## config.mk

```make
export PLATFORM = sky130hd
export DESIGN_NAME = nsr_front_flat
export DESIGN_NICKNAME = d
export VERILOG_FILES = /design/src/rtl/assert_macros.svh /design/src/rtl/nsr_pkg.sv /design/src/rtl/nsr_if.sv /design/src/rtl/nsr_front.sv /design/src/flat_wrapper.sv
export SDC_FILE = /design/constraint.sdc
export NUM_CORES = 1
export LEC_CHECK = 0
export BUFFER_PORTS_ARGS = -buffer_cell sky130_fd_sc_hd__buf_2
export CAP_MARGIN = 20
export CORE_ASPECT_RATIO = 1.4
export CORE_MARGIN = 2
export CORE_UTILIZATION = 44
export CTS_BUF_LIST = sky130_fd_sc_hd__clkbuf_2 sky130_fd_sc_hd__clkbuf_4 sky130_fd_sc_hd__clkbuf_8
export DETAILED_ROUTE_END_ITERATION = 8
export GPL_ROUTABILITY_DRIVEN = 0
export PLACE_DENSITY = 0.84
export SLEW_MARGIN = 15
export SYNTH_ARGS = -nofsm -noshare
export SYNTH_HDL_FRONTEND = slang
export SYNTH_SLANG_ARGS = --single-unit
export TNS_END_PERCENT = 100
```

## constraint.sdc

```tcl
create_clock -name clk -period 2.9 [get_ports clk]
set_clock_uncertainty 0.1 [all_clocks]
set_input_delay 0.58 -clock clk [delete_from_list [all_inputs] [get_ports clk]]
set_output_delay 0.58 -clock clk [all_outputs]
set_load 0.01 [all_outputs]
```

## src/rtl/assert_macros.svh

```systemverilog
// ----------------------------------------------------------------------------
// Assertion macros
// Clocked assertion helpers with a reset guard; empty when NO_ASSERTIONS is set.
// ----------------------------------------------------------------------------
`ifndef ASSERT_MACROS_SVH
`define ASSERT_MACROS_SVH

`ifndef NO_ASSERTIONS

`define ASSERT_AT(name, ck, rn, prop) \
  name: assert property (@(posedge ck) disable iff (!rn) prop) \
    else $error("scaler assertion failed");

`define ASSERT_NEXT(name, ck, rn, ante, cons) \
  name: assert property (@(posedge ck) disable iff (!rn) (ante) |=> (cons)) \
    else $error("scaler assertion failed");

`else

`define ASSERT_AT(name, ck, rn, prop)

`define ASSERT_NEXT(name, ck, rn, ante, cons)

`endif

`endif

```

## src/rtl/nsr_pkg.sv

```systemverilog
// ----------------------------------------------------------------------------
// Scaler package
// Shared widths, request entry type, configuration and status structs.
// ----------------------------------------------------------------------------
package nsr_pkg;

  localparam int DIM_W  = 9;
  localparam int FRAC_W = 16;
  localparam int POS_W  = 24;
  localparam int ADDR_W = 16;
  localparam int PIX_W  = 16;
  localparam int OPIX_W = 32;
  localparam int NUM_W  = DIM_W + FRAC_W;
  localparam int QDEPTH = 2;
  localparam int REG_IDX_W = 2;

  localparam logic [REG_IDX_W-1:0] REG_SRC_WIDTH  = 2'd0;
  localparam logic [REG_IDX_W-1:0] REG_SRC_HEIGHT = 2'd1;
  localparam logic [REG_IDX_W-1:0] REG_DST_WIDTH  = 2'd2;
  localparam logic [REG_IDX_W-1:0] REG_DST_HEIGHT = 2'd3;

  localparam logic CMD_LOAD = 1'b0;

  typedef enum logic {
    KIND_LOAD = 1'b0,
    KIND_REQ  = 1'b1
  } kind_t;

  typedef struct packed {
    kind_t             kind;
    logic [ADDR_W-1:0] index;
    logic [PIX_W-1:0]  pixel;
  } entry_t;

  typedef struct packed {
    logic [DIM_W-1:0] src_width;
    logic [DIM_W-1:0] src_height;
    logic [DIM_W-1:0] dst_width;
    logic [DIM_W-1:0] dst_height;
  } cfg_t;

  typedef struct packed {
    logic dividing;
    logic calc;
    logic reading;
    logic walk_done;
  } back_status_t;

endpackage

```

## src/rtl/nsr_if.sv

```systemverilog
// ----------------------------------------------------------------------------
// Scaler channel interfaces
// Valid/ready channels for incoming commands and outgoing scaled pixels.
// ----------------------------------------------------------------------------
interface nsr_in_if;
  logic                       valid;
  logic                       ready;
  logic                       command;
  logic [nsr_pkg::ADDR_W-1:0] load_index;
  logic [nsr_pkg::PIX_W-1:0]  src_pixel;

  modport source (output valid, output command, output load_index, output src_pixel,
                  input ready);
  modport sink (input valid, input command, input load_index, input src_pixel,
                output ready);
endinterface


```

## src/rtl/nsr_front.sv

```systemverilog
// ----------------------------------------------------------------------------
// Scaler front end
// Registers each incoming request and classifies it as a load or a pixel fetch.
// ----------------------------------------------------------------------------
module nsr_front (
  input  logic             clk,
  input  logic             rst_n,
  nsr_in_if.sink           in_ch,
  output nsr_pkg::entry_t  ent,
  output logic             ent_valid,
  input  logic             ent_ready
);

  logic            hold_valid_r;
  nsr_pkg::entry_t hold_r;
  nsr_pkg::entry_t hold_nxt;
  logic            accept;

  assign in_ch.ready = !hold_valid_r || ent_ready;
  assign accept      = in_ch.valid && in_ch.ready;

  always_comb begin
    hold_nxt.kind  = (in_ch.command == nsr_pkg::CMD_LOAD) ? nsr_pkg::KIND_LOAD
                                                          : nsr_pkg::KIND_REQ;
    hold_nxt.index = in_ch.load_index;
    hold_nxt.pixel = in_ch.src_pixel;
  end

  always_ff @(posedge clk) begin
    if (!rst_n) begin
      hold_valid_r <= 1'b0;
    end else if (accept) begin
      hold_valid_r <= 1'b1;
    end else if (ent_ready) begin
      hold_valid_r <= 1'b0;
    end
  end

  always_ff @(posedge clk) begin
    if (accept) begin
      hold_r <= hold_nxt;
    end
  end

  assign ent       = hold_r;
  assign ent_valid = hold_valid_r;

endmodule

```

## src/flat_wrapper.sv

```systemverilog
// flat-port wrapper written by rule: the top's interface ports become plain ports
module nsr_front_flat 
  (clk, rst_n, ent, ent_valid, ent_ready, in_ch_valid, in_ch_command, in_ch_load_index, in_ch_src_pixel, in_ch_ready);
  nsr_in_if in_ch_i ();
  input  logic clk;
  input  logic rst_n;
  output nsr_pkg::entry_t ent;
  output logic ent_valid;
  input  logic ent_ready;
  input wire logic [$bits(in_ch_i.valid)-1:0] in_ch_valid;
  input wire logic [$bits(in_ch_i.command)-1:0] in_ch_command;
  input wire logic [$bits(in_ch_i.load_index)-1:0] in_ch_load_index;
  input wire logic [$bits(in_ch_i.src_pixel)-1:0] in_ch_src_pixel;
  output wire logic [$bits(in_ch_i.ready)-1:0] in_ch_ready;
  assign in_ch_i.valid = in_ch_valid;
  assign in_ch_i.command = in_ch_command;
  assign in_ch_i.load_index = in_ch_load_index;
  assign in_ch_i.src_pixel = in_ch_src_pixel;
  assign in_ch_ready = in_ch_i.ready;
  nsr_front u_core (.clk(clk), .rst_n(rst_n), .in_ch(in_ch_i), .ent(ent), .ent_valid(ent_valid), .ent_ready(ent_ready));
endmodule
```

# Word level (Yosys, flattened, before mapping)
# Cells that the tools add are included.
# word_totals
ff_bits,34
output_inout_bits,35
# classes
muxes,3
n_reduce_logical,4
# ops
cell,count
1-bit 2-to-1 mux,3
2-bit nonzero test,1
1-bit logical AND,1
1-bit logical NOT,1
1-bit logical OR,1

# Depth between registers and ports, before layout
# depth
word_depth,4
mapped_depth,2
ltp_nobuf,2

# Worst setup path after synthesis
# Ideal clock, no wire load.
# synth_path
path_kind,input port to flip-flop
from,in ent_ready
to,"reg u_core.hold_r (netlist bit u_core.ent[0]), enable pin"
arrival_ns,1.060
required_time_ns,2.459
path_slack_ns,1.399
cell_stages,2
path_buffers,0
cell_sequence,nand2b_4 -> and2_4
# synth_between
elab_chain_cells,2
# synth_rtl
element,line,source
start: declaration,flat_wrapper.sv:9,input logic ent_ready;
1-bit logical OR,nsr_front.sv:19,assign in_ch.ready = !hold_valid_r || ent_ready;
1-bit logical AND,nsr_front.sv:20,assign accept = in_ch.valid && in_ch.ready;
net u_core.accept,nsr_front.sv:17,logic accept;
end signal: assignment,nsr_front.sv:41,hold_r <= hold_nxt;
end: declaration,nsr_front.sv:15,nsr_pkg::entry_t hold_r;
# The timed path passes the listed nets, and every way through them passes these cells.
# A chain may end at the register's enable or synchronous reset.

# Worst setup path in the final report
# layout_path
from,in ent_ready
to,out in_ch_ready
# layout_between
elab_chain_cells,1
# layout_rtl
element,line,source
1-bit logical OR,nsr_front.sv:19,
end: declaration,flat_wrapper.sv:14,output wire logic [$bits(in_ch_i.ready)-1:0] in_ch_ready;
# No other way between the ends.

==> qor.csv <==
metric;value;unit
status;completed;
drive_gt1_frac;0.6923;
fmax;0.6111;GHz
routed_wl;1.847;mm
synth-seq-cells;34;
clockBufferDepth;2;
grt.met2_usage;0.2408;
nNetsFinal;153;
hp-class;in -> reg;
start_util;0.4708;
die_h;61.76;µm
cpPeakStageDelay;140;ps
syn_avg_cell_area;27.59;µm²
rsz0062_at_grt;false;
met3_usage;0.05780;
overflow;0;
vias;640;
grtUsageTotal;0.1479;
critical_path.max_fanout;3;
clock-sinks;34;
syn_inst;38;
postCtsResizedCells;0;
cpMostUsedCell;buf_2;
drc;0;
top_usage_layer;met2;
netlist-cell-type-count;6;
wl_per_cell;13.29;µm
setup_ws;1264;ps
relSlewSlack;0.7274;
synth_fp_nets;75;
period_needed;1636;ps
die-area;2795;µm²
cp_num_buf_inv;2;
whs;321.1;ps
cts_buffers;5;
fillCellCount;174;
p_per_area;604.7;nW/µm²
crit_type;in -> out;
power.leakage;0.0006602;µW
crit_slowest_cell;nand2b_4;
maxCapViolations;0;
cts_hold_buf;0;
grt_util_met1;0.1563;
cts_root_buf;clkbuf_4;
dr.pass1.iters;2;
path_delay_family;buffers and inverters;
io_buffers;71;
worstSetupEndpointType;output pin;
synth_area;1049;µm²
slew_viol_final;0;
grt_pass1_wl;2.677;mm
timing.final.hold_violations;0;
h-tree-depth;2;
grt_max_degree;34;
ys_warn_count;0;
pre_cts_slack;1239;ps
diodes;0;
path_clk_slew;100;ps
tightest_slew;408.8;ps
grt_pass1_vias;612;
fin_setup_tns;0;ps
pin_count;72;
rows;20;
setup_viol;0;
area_growth;41.65;%
fin_crit_sh;0.5643;
die_x;45.26;µm
worstPathCellList;buf_2 -> nand2b_4 -> buf_2;
hpwlAfterDp;1.425;mm
core;2227;µm²
final_antenna_net_count;0;
yosysSeqAreaShare;0.9642;
ir_worst_vdd;386.1;µV
clk_latency;310;ps
worstPathRequired;2220;ps
viasPerCell;4.604;
arrival;960;ps
start_kind;input pin;
cts_tree;built;
cts_setup_buffers;0;
drt-initial-drc-count;5;
antenna_found_initial;0;
-- report_power, final --
part | internal, µW | switching [µW] | leakage [µW]
clock network | 100 | 140 | 0.0000331
logic | 37.7 | 41.7 | 0.000300
registers | 572 | 6.56 | 0.000328
-- layer usage --
layer	routed length, µm	vias up
met2	986	44
li1	-	305
met4	27	0
met5	0	-
met3	161	6
met1	672	285
-- cells in the mapped netlist, drive strengths merged --
| cell | instances | area [µm²] |
|---|---|---|
| inv | 1 | 3.750 |
| edfxtp | 33 | 991.0 |
| and2 | 1 | 8.760 |
| nand2b | 1 | 13.76 |
| dfxtp | 1 | 20.02 |
| a21boi | 1 | 11.26 |
-- cells by family after synthesis --
family	share of synthesized area
AO/OA/AOI/OAI	0.01074
buffers and inverters	0.003577
flip-flops	0.9642
AND/OR/NAND/NOR	0.02148
-- per-stage QoR --
step | area (µm²) | util | total power, µW | instances
5_1_grt | 1485 | 0.6669 | 936.0 | 139
2_1_floorplan | 1049 | - | 619.6 | 38
3_3_place_gp | 1431 | 0.6427 | 667.6 | 131
4_1_cts | 1485 | 0.6669 | 909.6 | 139
6_report | 1485 | 0.6669 | 898.2 | 139
3_5_place_dp | 1431 | 0.6427 | 671.2 | 131
-- final cells by class --
type                       instances  area, µm²  share of cell area
multi-input combinational          3      33.78             0.02275
inverter                           1      3.754            0.002527
tap                               22      27.53             0.01853
clock inverter                     2      8.758            0.005897
timing repair buffer              71      355.3              0.2393
sequential                        34       1011              0.6807
clock buffer                       6      45.04             0.03033
-- final timing paths --
path,from,cells past startpoint,slack (ps),endpoint
worst min register to register,u_core.ent_valid$_SDFFE_PN0P_,2,410,u_core.ent_valid$_SDFFE_PN0P_
worst min-delay path,in_ch_load_index[0],1,320,u_core.ent[16]$_DFFE_PP_
worst max register to register,u_core.ent_valid$_SDFFE_PN0P_,2,1610,u_core.ent[7]$_DFFE_PP_
worst max-delay path,ent_ready,3,1260,in_ch_ready
-- state kept, by name (all words and copies together), names as in the netlist --
name and cells:
u_core.ent_valid 1, u_core.ent 33
-- cells in the final DEF, fill, tap and decap left out, drive strengths merged --
cell type,netlist,final
dfxtp,1,1
nand2b,1,1
clkbuf,0,6
inv,1,1
buf,0,71
edfxtp,33,33
a21boi,1,1
clkinv,0,2
and2,1,1
(Power assumes the default switching activity.)
