--- config.mk ---
export PLATFORM = sky130hd
export DESIGN_NAME = nsr_queue
export DESIGN_NICKNAME = d
export VERILOG_FILES = /design/src/rtl/assert_macros.svh /design/src/rtl/nsr_pkg.sv /design/src/rtl/nsr_queue.sv
export SDC_FILE = /design/constraint.sdc
export NUM_CORES = 1
export LEC_CHECK = 0
export ABC_AREA = 1
export ABC_CLOCK_PERIOD_IN_PS = 3350
export CORE_MARGIN = 4
export CORE_UTILIZATION = 34
export DETAILED_ROUTE_END_ITERATION = 10
export DONT_BUFFER_PORTS = 1
export GPL_ROUTABILITY_DRIVEN = 1
export PLACE_DENSITY = 0.47
export SLEW_MARGIN = 20
export SYNTH_ARGS = -nofsm -noshare
export SYNTH_HDL_FRONTEND = slang
export SYNTH_SLANG_ARGS = --single-unit
--- constraint.sdc ---
create_clock -name clk -period 3.35 [get_ports clk]
set_input_delay 0.67 -clock clk [delete_from_list [all_inputs] [get_ports clk]]
set_output_delay 0.67 -clock clk [all_outputs]
set_load 0.02 [all_outputs]
--- src/rtl/assert_macros.svh ---
// ----------------------------------------------------------------------------
// Assertion macros
// Clocked assertion helpers with a reset guard; empty when NO_ASSERTIONS is set.
// ----------------------------------------------------------------------------
`ifndef ASSERT_MACROS_SVH
`define ASSERT_MACROS_SVH

`ifndef NO_ASSERTIONS

`define ASSERT_AT(name, ck, rn, prop) \
  name: assert property (@(posedge ck) disable iff (!rn) prop) \
    else $error("scaler assertion failed");

`define ASSERT_NEXT(name, ck, rn, ante, cons) \
  name: assert property (@(posedge ck) disable iff (!rn) (ante) |=> (cons)) \
    else $error("scaler assertion failed");

`else

`define ASSERT_AT(name, ck, rn, prop)

`define ASSERT_NEXT(name, ck, rn, ante, cons)

`endif

`endif

--- src/rtl/nsr_pkg.sv ---
// ----------------------------------------------------------------------------
// Scaler package
// Shared widths, request entry type, configuration and status structs.
// ----------------------------------------------------------------------------
package nsr_pkg;

  localparam int DIM_W  = 9;
  localparam int FRAC_W = 16;
  localparam int POS_W  = 24;
  localparam int ADDR_W = 16;
  localparam int PIX_W  = 16;
  localparam int OPIX_W = 32;
  localparam int NUM_W  = DIM_W + FRAC_W;
  localparam int QDEPTH = 2;
  localparam int REG_IDX_W = 2;

  localparam logic [REG_IDX_W-1:0] REG_SRC_WIDTH  = 2'd0;
  localparam logic [REG_IDX_W-1:0] REG_SRC_HEIGHT = 2'd1;
  localparam logic [REG_IDX_W-1:0] REG_DST_WIDTH  = 2'd2;
  localparam logic [REG_IDX_W-1:0] REG_DST_HEIGHT = 2'd3;

  localparam logic CMD_LOAD = 1'b0;

  typedef enum logic {
    KIND_LOAD = 1'b0,
    KIND_REQ  = 1'b1
  } kind_t;

  typedef struct packed {
    kind_t             kind;
    logic [ADDR_W-1:0] index;
    logic [PIX_W-1:0]  pixel;
  } entry_t;

  typedef struct packed {
    logic [DIM_W-1:0] src_width;
    logic [DIM_W-1:0] src_height;
    logic [DIM_W-1:0] dst_width;
    logic [DIM_W-1:0] dst_height;
  } cfg_t;

  typedef struct packed {
    logic dividing;
    logic calc;
    logic reading;
    logic walk_done;
  } back_status_t;

endpackage

--- src/rtl/nsr_queue.sv ---
// ----------------------------------------------------------------------------
// Scaler request queue
// Short FIFO that decouples the front end from the pixel engine.
// ----------------------------------------------------------------------------
module nsr_queue (
  input  logic            clk,
  input  logic            rst_n,
  input  nsr_pkg::entry_t push_ent,
  input  logic            push_valid,
  output logic            push_ready,
  output nsr_pkg::entry_t head,
  output logic            head_valid,
  input  logic            pop
);

  localparam int QA_W = (nsr_pkg::QDEPTH > 1) ? $clog2(nsr_pkg::QDEPTH) : 1;
  localparam int QC_W = $clog2(nsr_pkg::QDEPTH + 1);

  nsr_pkg::entry_t mem_r [nsr_pkg::QDEPTH];
  logic [QA_W-1:0] wr_ptr_r, wr_ptr_nxt;
  logic [QA_W-1:0] rd_ptr_r, rd_ptr_nxt;
  logic [QC_W-1:0] count_r, count_nxt;
  logic            push, pop_fire;

  assign push_ready = (count_r != QC_W'(nsr_pkg::QDEPTH));
  assign head_valid = (count_r != '0);
  assign head       = mem_r[rd_ptr_r];
  assign push       = push_valid && push_ready;
  assign pop_fire   = pop && head_valid;

  always_comb begin
    wr_ptr_nxt = (wr_ptr_r == QA_W'(nsr_pkg::QDEPTH - 1)) ? '0 : wr_ptr_r + 1'b1;
    rd_ptr_nxt = (rd_ptr_r == QA_W'(nsr_pkg::QDEPTH - 1)) ? '0 : rd_ptr_r + 1'b1;
    case ({push, pop_fire})
      2'b10:   count_nxt = count_r + 1'b1;
      2'b01:   count_nxt = count_r - 1'b1;
      default: count_nxt = count_r;
    endcase
  end

  always_ff @(posedge clk) begin
    if (!rst_n) begin
      wr_ptr_r <= '0;
      rd_ptr_r <= '0;
      count_r  <= '0;
    end else begin
      if (push) begin
        wr_ptr_r <= wr_ptr_nxt;
      end
      if (pop_fire) begin
        rd_ptr_r <= rd_ptr_nxt;
      end
      count_r <= count_nxt;
    end
  end

  always_ff @(posedge clk) begin
    if (push) begin
      mem_r[wr_ptr_r] <= push_ent;
    end
  end

endmodule

== After elaboration in Yosys (flattened, before gate mapping) ==
Memory sizes are Yosys's and may differ from the RTL's. A register that Yosys moved wholly into a read port is not among the register bits.
Index checks and enable logic that the tools add are counted.

* Bits in registers: 4
* Memory bits (writable): 66
* Output and inout bits: 35
* Logic and storage cells: 22
* Memories kept: 1

{| class="wikitable"
|+ Memories
! name !! depth !! width !! rd ports !! clocked after memory_dff !! wr ports !! RTL line !! RTL
|-
| mem_r || 2 || 33 || 1 || 1 || 1 || nsr_queue.sv:19 || <nowiki>nsr_pkg::entry_t mem_r [nsr_pkg::QDEPTH];</nowiki>
|}

* $add $sub $neg: 4
* Equality and inequality tests: 3
* Mux-type cells: 7
* Reduce and logical (&&, ||, !) cells: 4

{| class="wikitable"
|+ Operators by type and width
! cell !! number
|-
| 2-to-1 mux 1 bit || 6
|-
| case mux 2 bit (2 select lines) || 1
|-
| nonzero test 2 bit || 2
|-
| adder 1 bit (second input constant) || 2
|-
| adder 2 x 1 -> 2 bit (second input constant) || 1
|-
| == test 2 x 1 -> 1 bit (second input constant) || 1
|-
| == test 2 bit (second input constant) || 1
|-
| logical AND 1 bit || 2
|-
| != test 2 bit (second input constant) || 1
|-
| subtractor 2 x 1 -> 2 bit (second input constant) || 1
|}

== Longest topological paths before layout ==
* Depth in word-level cells: 4
* Depth in mapped cells: 9
* Depth with buffers taken out: 9

== Worst setup path before layout ==
No wires, ideal clock.

* Kind: input port to flip-flop
* Start point: input push_valid
* End point: memory mem_r[0][0] in the netlist's numbering, enable pin
* Setup time: 0.423 ns
* Data arrival time: 2.154 ns
* Slack: 0.773 ns
* Cell stages on the path: 2
* Buffers on the path: 0
* Path through: nand2_2 nor2_1

* Word-level cells in the longest chain between the ends: 3

{| class="wikitable"
|+ RTL lines
! what !! RTL line !! RTL
|-
| start: declaration || nsr_queue.sv:9 || <nowiki>input logic push_valid,</nowiki>
|-
| logical AND 1 bit || nsr_queue.sv:28 || <nowiki>assign push = push_valid && push_ready;</nowiki>
|-
| 2-to-1 mux 1 bit || nsr_queue.sv:58 || <nowiki>if (push) begin</nowiki>
|-
| 2-to-1 mux 1 bit (not written as such) || nsr_queue.sv:59 || <nowiki>mem_r[wr_ptr_r] <= push_ent;</nowiki>
|-
| end: declaration || nsr_queue.sv:19 ||
|}

Every way passes these cells.

==> flow_metrics.env <==
export IMPL_io_buffer_count=0
export IMPL_synth_top_cell_by_area="edfxtp_1"
export IMPL_peakVddDrop_mv=0.301
export IMPL_crit_fanout=19
export IMPL_synthArstFlopShare_pct=0
export IMPL_synth_area_leaders="edfxtp_1 71%, mux2_4 16%, dfxtp_1 3.6%, buf_12 2.2%, nand2_1 1.2%"
export IMPL_synth_area_per_cell_sq_um=20.0
export IMPL_fin_tns_setup_ps=0
export IMPL_intPower_mw=1.76
export IMPL_sequentialPowerShare_pct=48.1
export IMPL_synth_top_family_by_area="multiplexers"
export IMPL_wl_met3_microns=484
export IMPL_wl_mm=4.45
export IMPL_grt_util_all_layers_pct=9.56
export IMPL_synth_area_sq_um=2780
export IMPL_critical_path_class="reg -> out"
export IMPL_clkSinkCount=71
export IMPL_critPathBufInv=1
export IMPL_postCtsHoldBufs=0
export IMPL_detail_route_antenna_nets=0
export IMPL_grt_pass1_vias=1309
export IMPL_powerDensity_nw_per_um2=771
export IMPL_start_util_pct=35.4
export IMPL_cts_max_level=3
export IMPL_syn_to_final_growth_pct=11.5
export IMPL_die_height_microns=98.4
export IMPL_vias=1185
export IMPL_wl_per_cell_microns=17.5
export IMPL_cts_buffer_depth=2
export IMPL_grt_ovfl_total=0
export IMPL_design_core_area_sq_um=7850
export IMPL_ys_seq_area_share_pct=75.0
export IMPL_synth_mux_area_share_pct=17.4
export IMPL_cts_resized=0
export IMPL_antenna_found_initial=0
export IMPL_finalMaxSlewViolations=0
export IMPL_postCtsSetupBuffers=0
export IMPL_hp_class="in -> reg"
export IMPL_routed_top_layer="met4"
export IMPL_outcome="complete, no violations"
export IMPL_wl_met2_mm=2.22
export IMPL_p_sw_mw=0.632
export IMPL_crit_arrival_ps=1760
export IMPL_dpl_worst_slack_ps=1220
export IMPL_tightest_slew_ps=992
export IMPL_ys_flop_type="edfxtp_1"
export IMPL_drive_gt1_share_pct=36.2
export IMPL_drt_iter0_drc=17
export IMPL_period_minus_slack_ps=2430
export IMPL_drc=0
export IMPL_vias_per_cell=4.67
export IMPL_finalHoldViolCount=0
export IMPL_netlist_area_leader_share_pct=71.4
export IMPL_place_gp_congestion=0.667
export IMPL_path_cells="buf_4 -> mux2_4"
export IMPL_synth_simple_area_share_pct=3.29
export IMPL_clock_power_share_pct=32.8
export IMPL_drt_pass1_iter_count=4
export IMPL_pwr_share_comb_pct=19.1
export IMPL_antenna_cells=0
export IMPL_place_inst=239
export IMPL_ys_types=18
export IMPL_whs_ps=426
export IMPL_nNetsFinal=186
export IMPL_clock_fmax_mhz=411
export IMPL_yosys_area_share_adder_pct=0.450
export IMPL_required_ps=2680
export IMPL_finalWorstSetupSlack_ps=918
export IMPL_syn_num_nets=177
export IMPL_synth_edf_count=66
export IMPL_ys_top_cells_by_count="66 x edfxtp_1, 30 x mux2_4, 9 x nand2_1, 9 x nor2_1, 5 x dfxtp_1"
export IMPL_die_width_microns=98.4
export IMPL_grt_max_degree=35
export IMPL_synthXorXnorAreaFrac_pct=0
export IMPL_route_layer_met1_wl_mm=1.63
export IMPL_die_area_sq_um=9680
export IMPL_clkTransAtPathRegs_ps=70
export IMPL_root_buffer="clkbuf_8"
export IMPL_p_leak_nw=1.09
export IMPL_cts_tree="done"
export IMPL_critical_path_slowest_cell="dfxtp_2"
export IMPL_instances_no_fill=254
export IMPL_ys_ff_latch=71
export IMPL_synth_most_common_cell="edfxtp_1"
export IMPL_rsz0062_at_grt="no"
export IMPL_ys_warn_count=0
export IMPL_num_io_pins=72
export IMPL_critPathLaunchType="flip-flop"
export IMPL_slowest_delay_ps=740
export IMPL_slew_headroom_pct=33.7
export IMPL_cts_buffers_inserted=9
export IMPL_finalClockSkew_ps=7.25
export IMPL_syn_inst=139
export IMPL_cp_end_kind="primary output"
export IMPL_clk_latency_ps=330
export IMPL_finalSetupViolCount=0
export IMPL_post_route_period_util_pct=72.6
export IMPL_rows=32
export IMPL_netSwitchingFraction_pct=26.5
export IMPL_place_hpwl_mm=3.02
export IMPL_cpLargestDelayFamily="flip-flops"
export IMPL_cap_violations=0
export IMPL_grt_first_pass_wirelength_mm=6.84
export IMPL_synth_compound_area_share_pct=0.631
worst reg2reg max path: cells and delay by family (launching register included):
kind	cells	cell delay (ps)
buf+inv	1	80
flops	1	400
simple gates	3	1150
power groups by stage:
stage / Sequential, mW / Combinational, mW / Clock (mW)
after floorplan: 1.13 / 0.456 / 0
after global placement: 1.16 / 0.456 / 0
after detailed placement: 1.17 / 0.466 / 0
final: 1.15 / 0.456 / 0.784
after global routing: 1.16 / 0.487 / 0.861
after CTS: 1.15 / 0.467 / 0.808
cells in the final DEF, fill, tap and decap left out:
cell type / Yosys / routed
clkinvlp_4: 0 / 2
mux2_2: 3 / 3
o21ai_0: 1 / 1
inv_1: 4 / 4
bufinv_16: 0 / 3
inv_2: 1 / 1
ha_1: 1 / 1
dfxtp_2: 0 / 1
mux2_4: 30 / 30
clkinv_2: 0 / 1
nand2_1: 9 / 9
nor2_4: 0 / 2
nand4_1: 1 / 1
buf_4: 0 / 2
nand3_1: 1 / 1
nor2_1: 9 / 8
edfxtp_1: 66 / 66
dfxtp_1: 5 / 4
a21oi_1: 1 / 1
nand2_2: 1 / 1
clkbuf_8: 0 / 9
o21a_1: 1 / 1
per-stage QoR:
step	total power [mW]	cell area, sq um	utilization, %
floorplan	1.59	2780	-
detailed placement	1.64	2860	36.5
global placement	1.62	2860	36.5
CTS	2.43	3100	39.5
global route	2.51	3100	39.5
finish	2.39	3100	39.5
sequential cells by signal (all words and copies together), names as in the netlist, named ones only:
register  flops
rd_ptr_r      1
wr_ptr_r      1
mem_r        66
count_r       2
layer usage:
metal  GRT usage, %  vias to the layer above
met5              0                        -
met4           5.99                        0
met3           4.86                       11
met2           15.9                       52
met1           9.40                      584
li1               -                      538
kinds of logic (layout without fill, tap and decap cells):
group                    Yosys count  count (layout)
adder cells (fa/ha/maj)            1               1
flip-flops                        71              71
AND/OR/NAND/NOR                   22              22
multiplexers                      33              33
buffers and inverters              9              22
AO/OA/AOI/OAI                      3               3
final timing paths:
check	slack, ps	from	endpoint	depth (start not counted)
max	920	flip-flop	head[8]	2
min	430	push_ent[25]	mem_r[1][25]	0
max reg2reg	1330	count_r[0]	mem_r[1][7]	4
min reg2reg	510	rd_ptr_r	flip-flop	2
cell type report:
class / count / area (sq um)
Multi-Input combinational cell: 59 / 618
Sequential cell: 71 / 2080
Fill cell: 732 / 4750
Tap cell: 102 / 128
Timing Repair Buffer: 2 / 15.0
Clock buffer: 9 / 124
Inverter: 5 / 18.8
Clock inverter: 6 / 110
(Power assumes the default switching activity.)
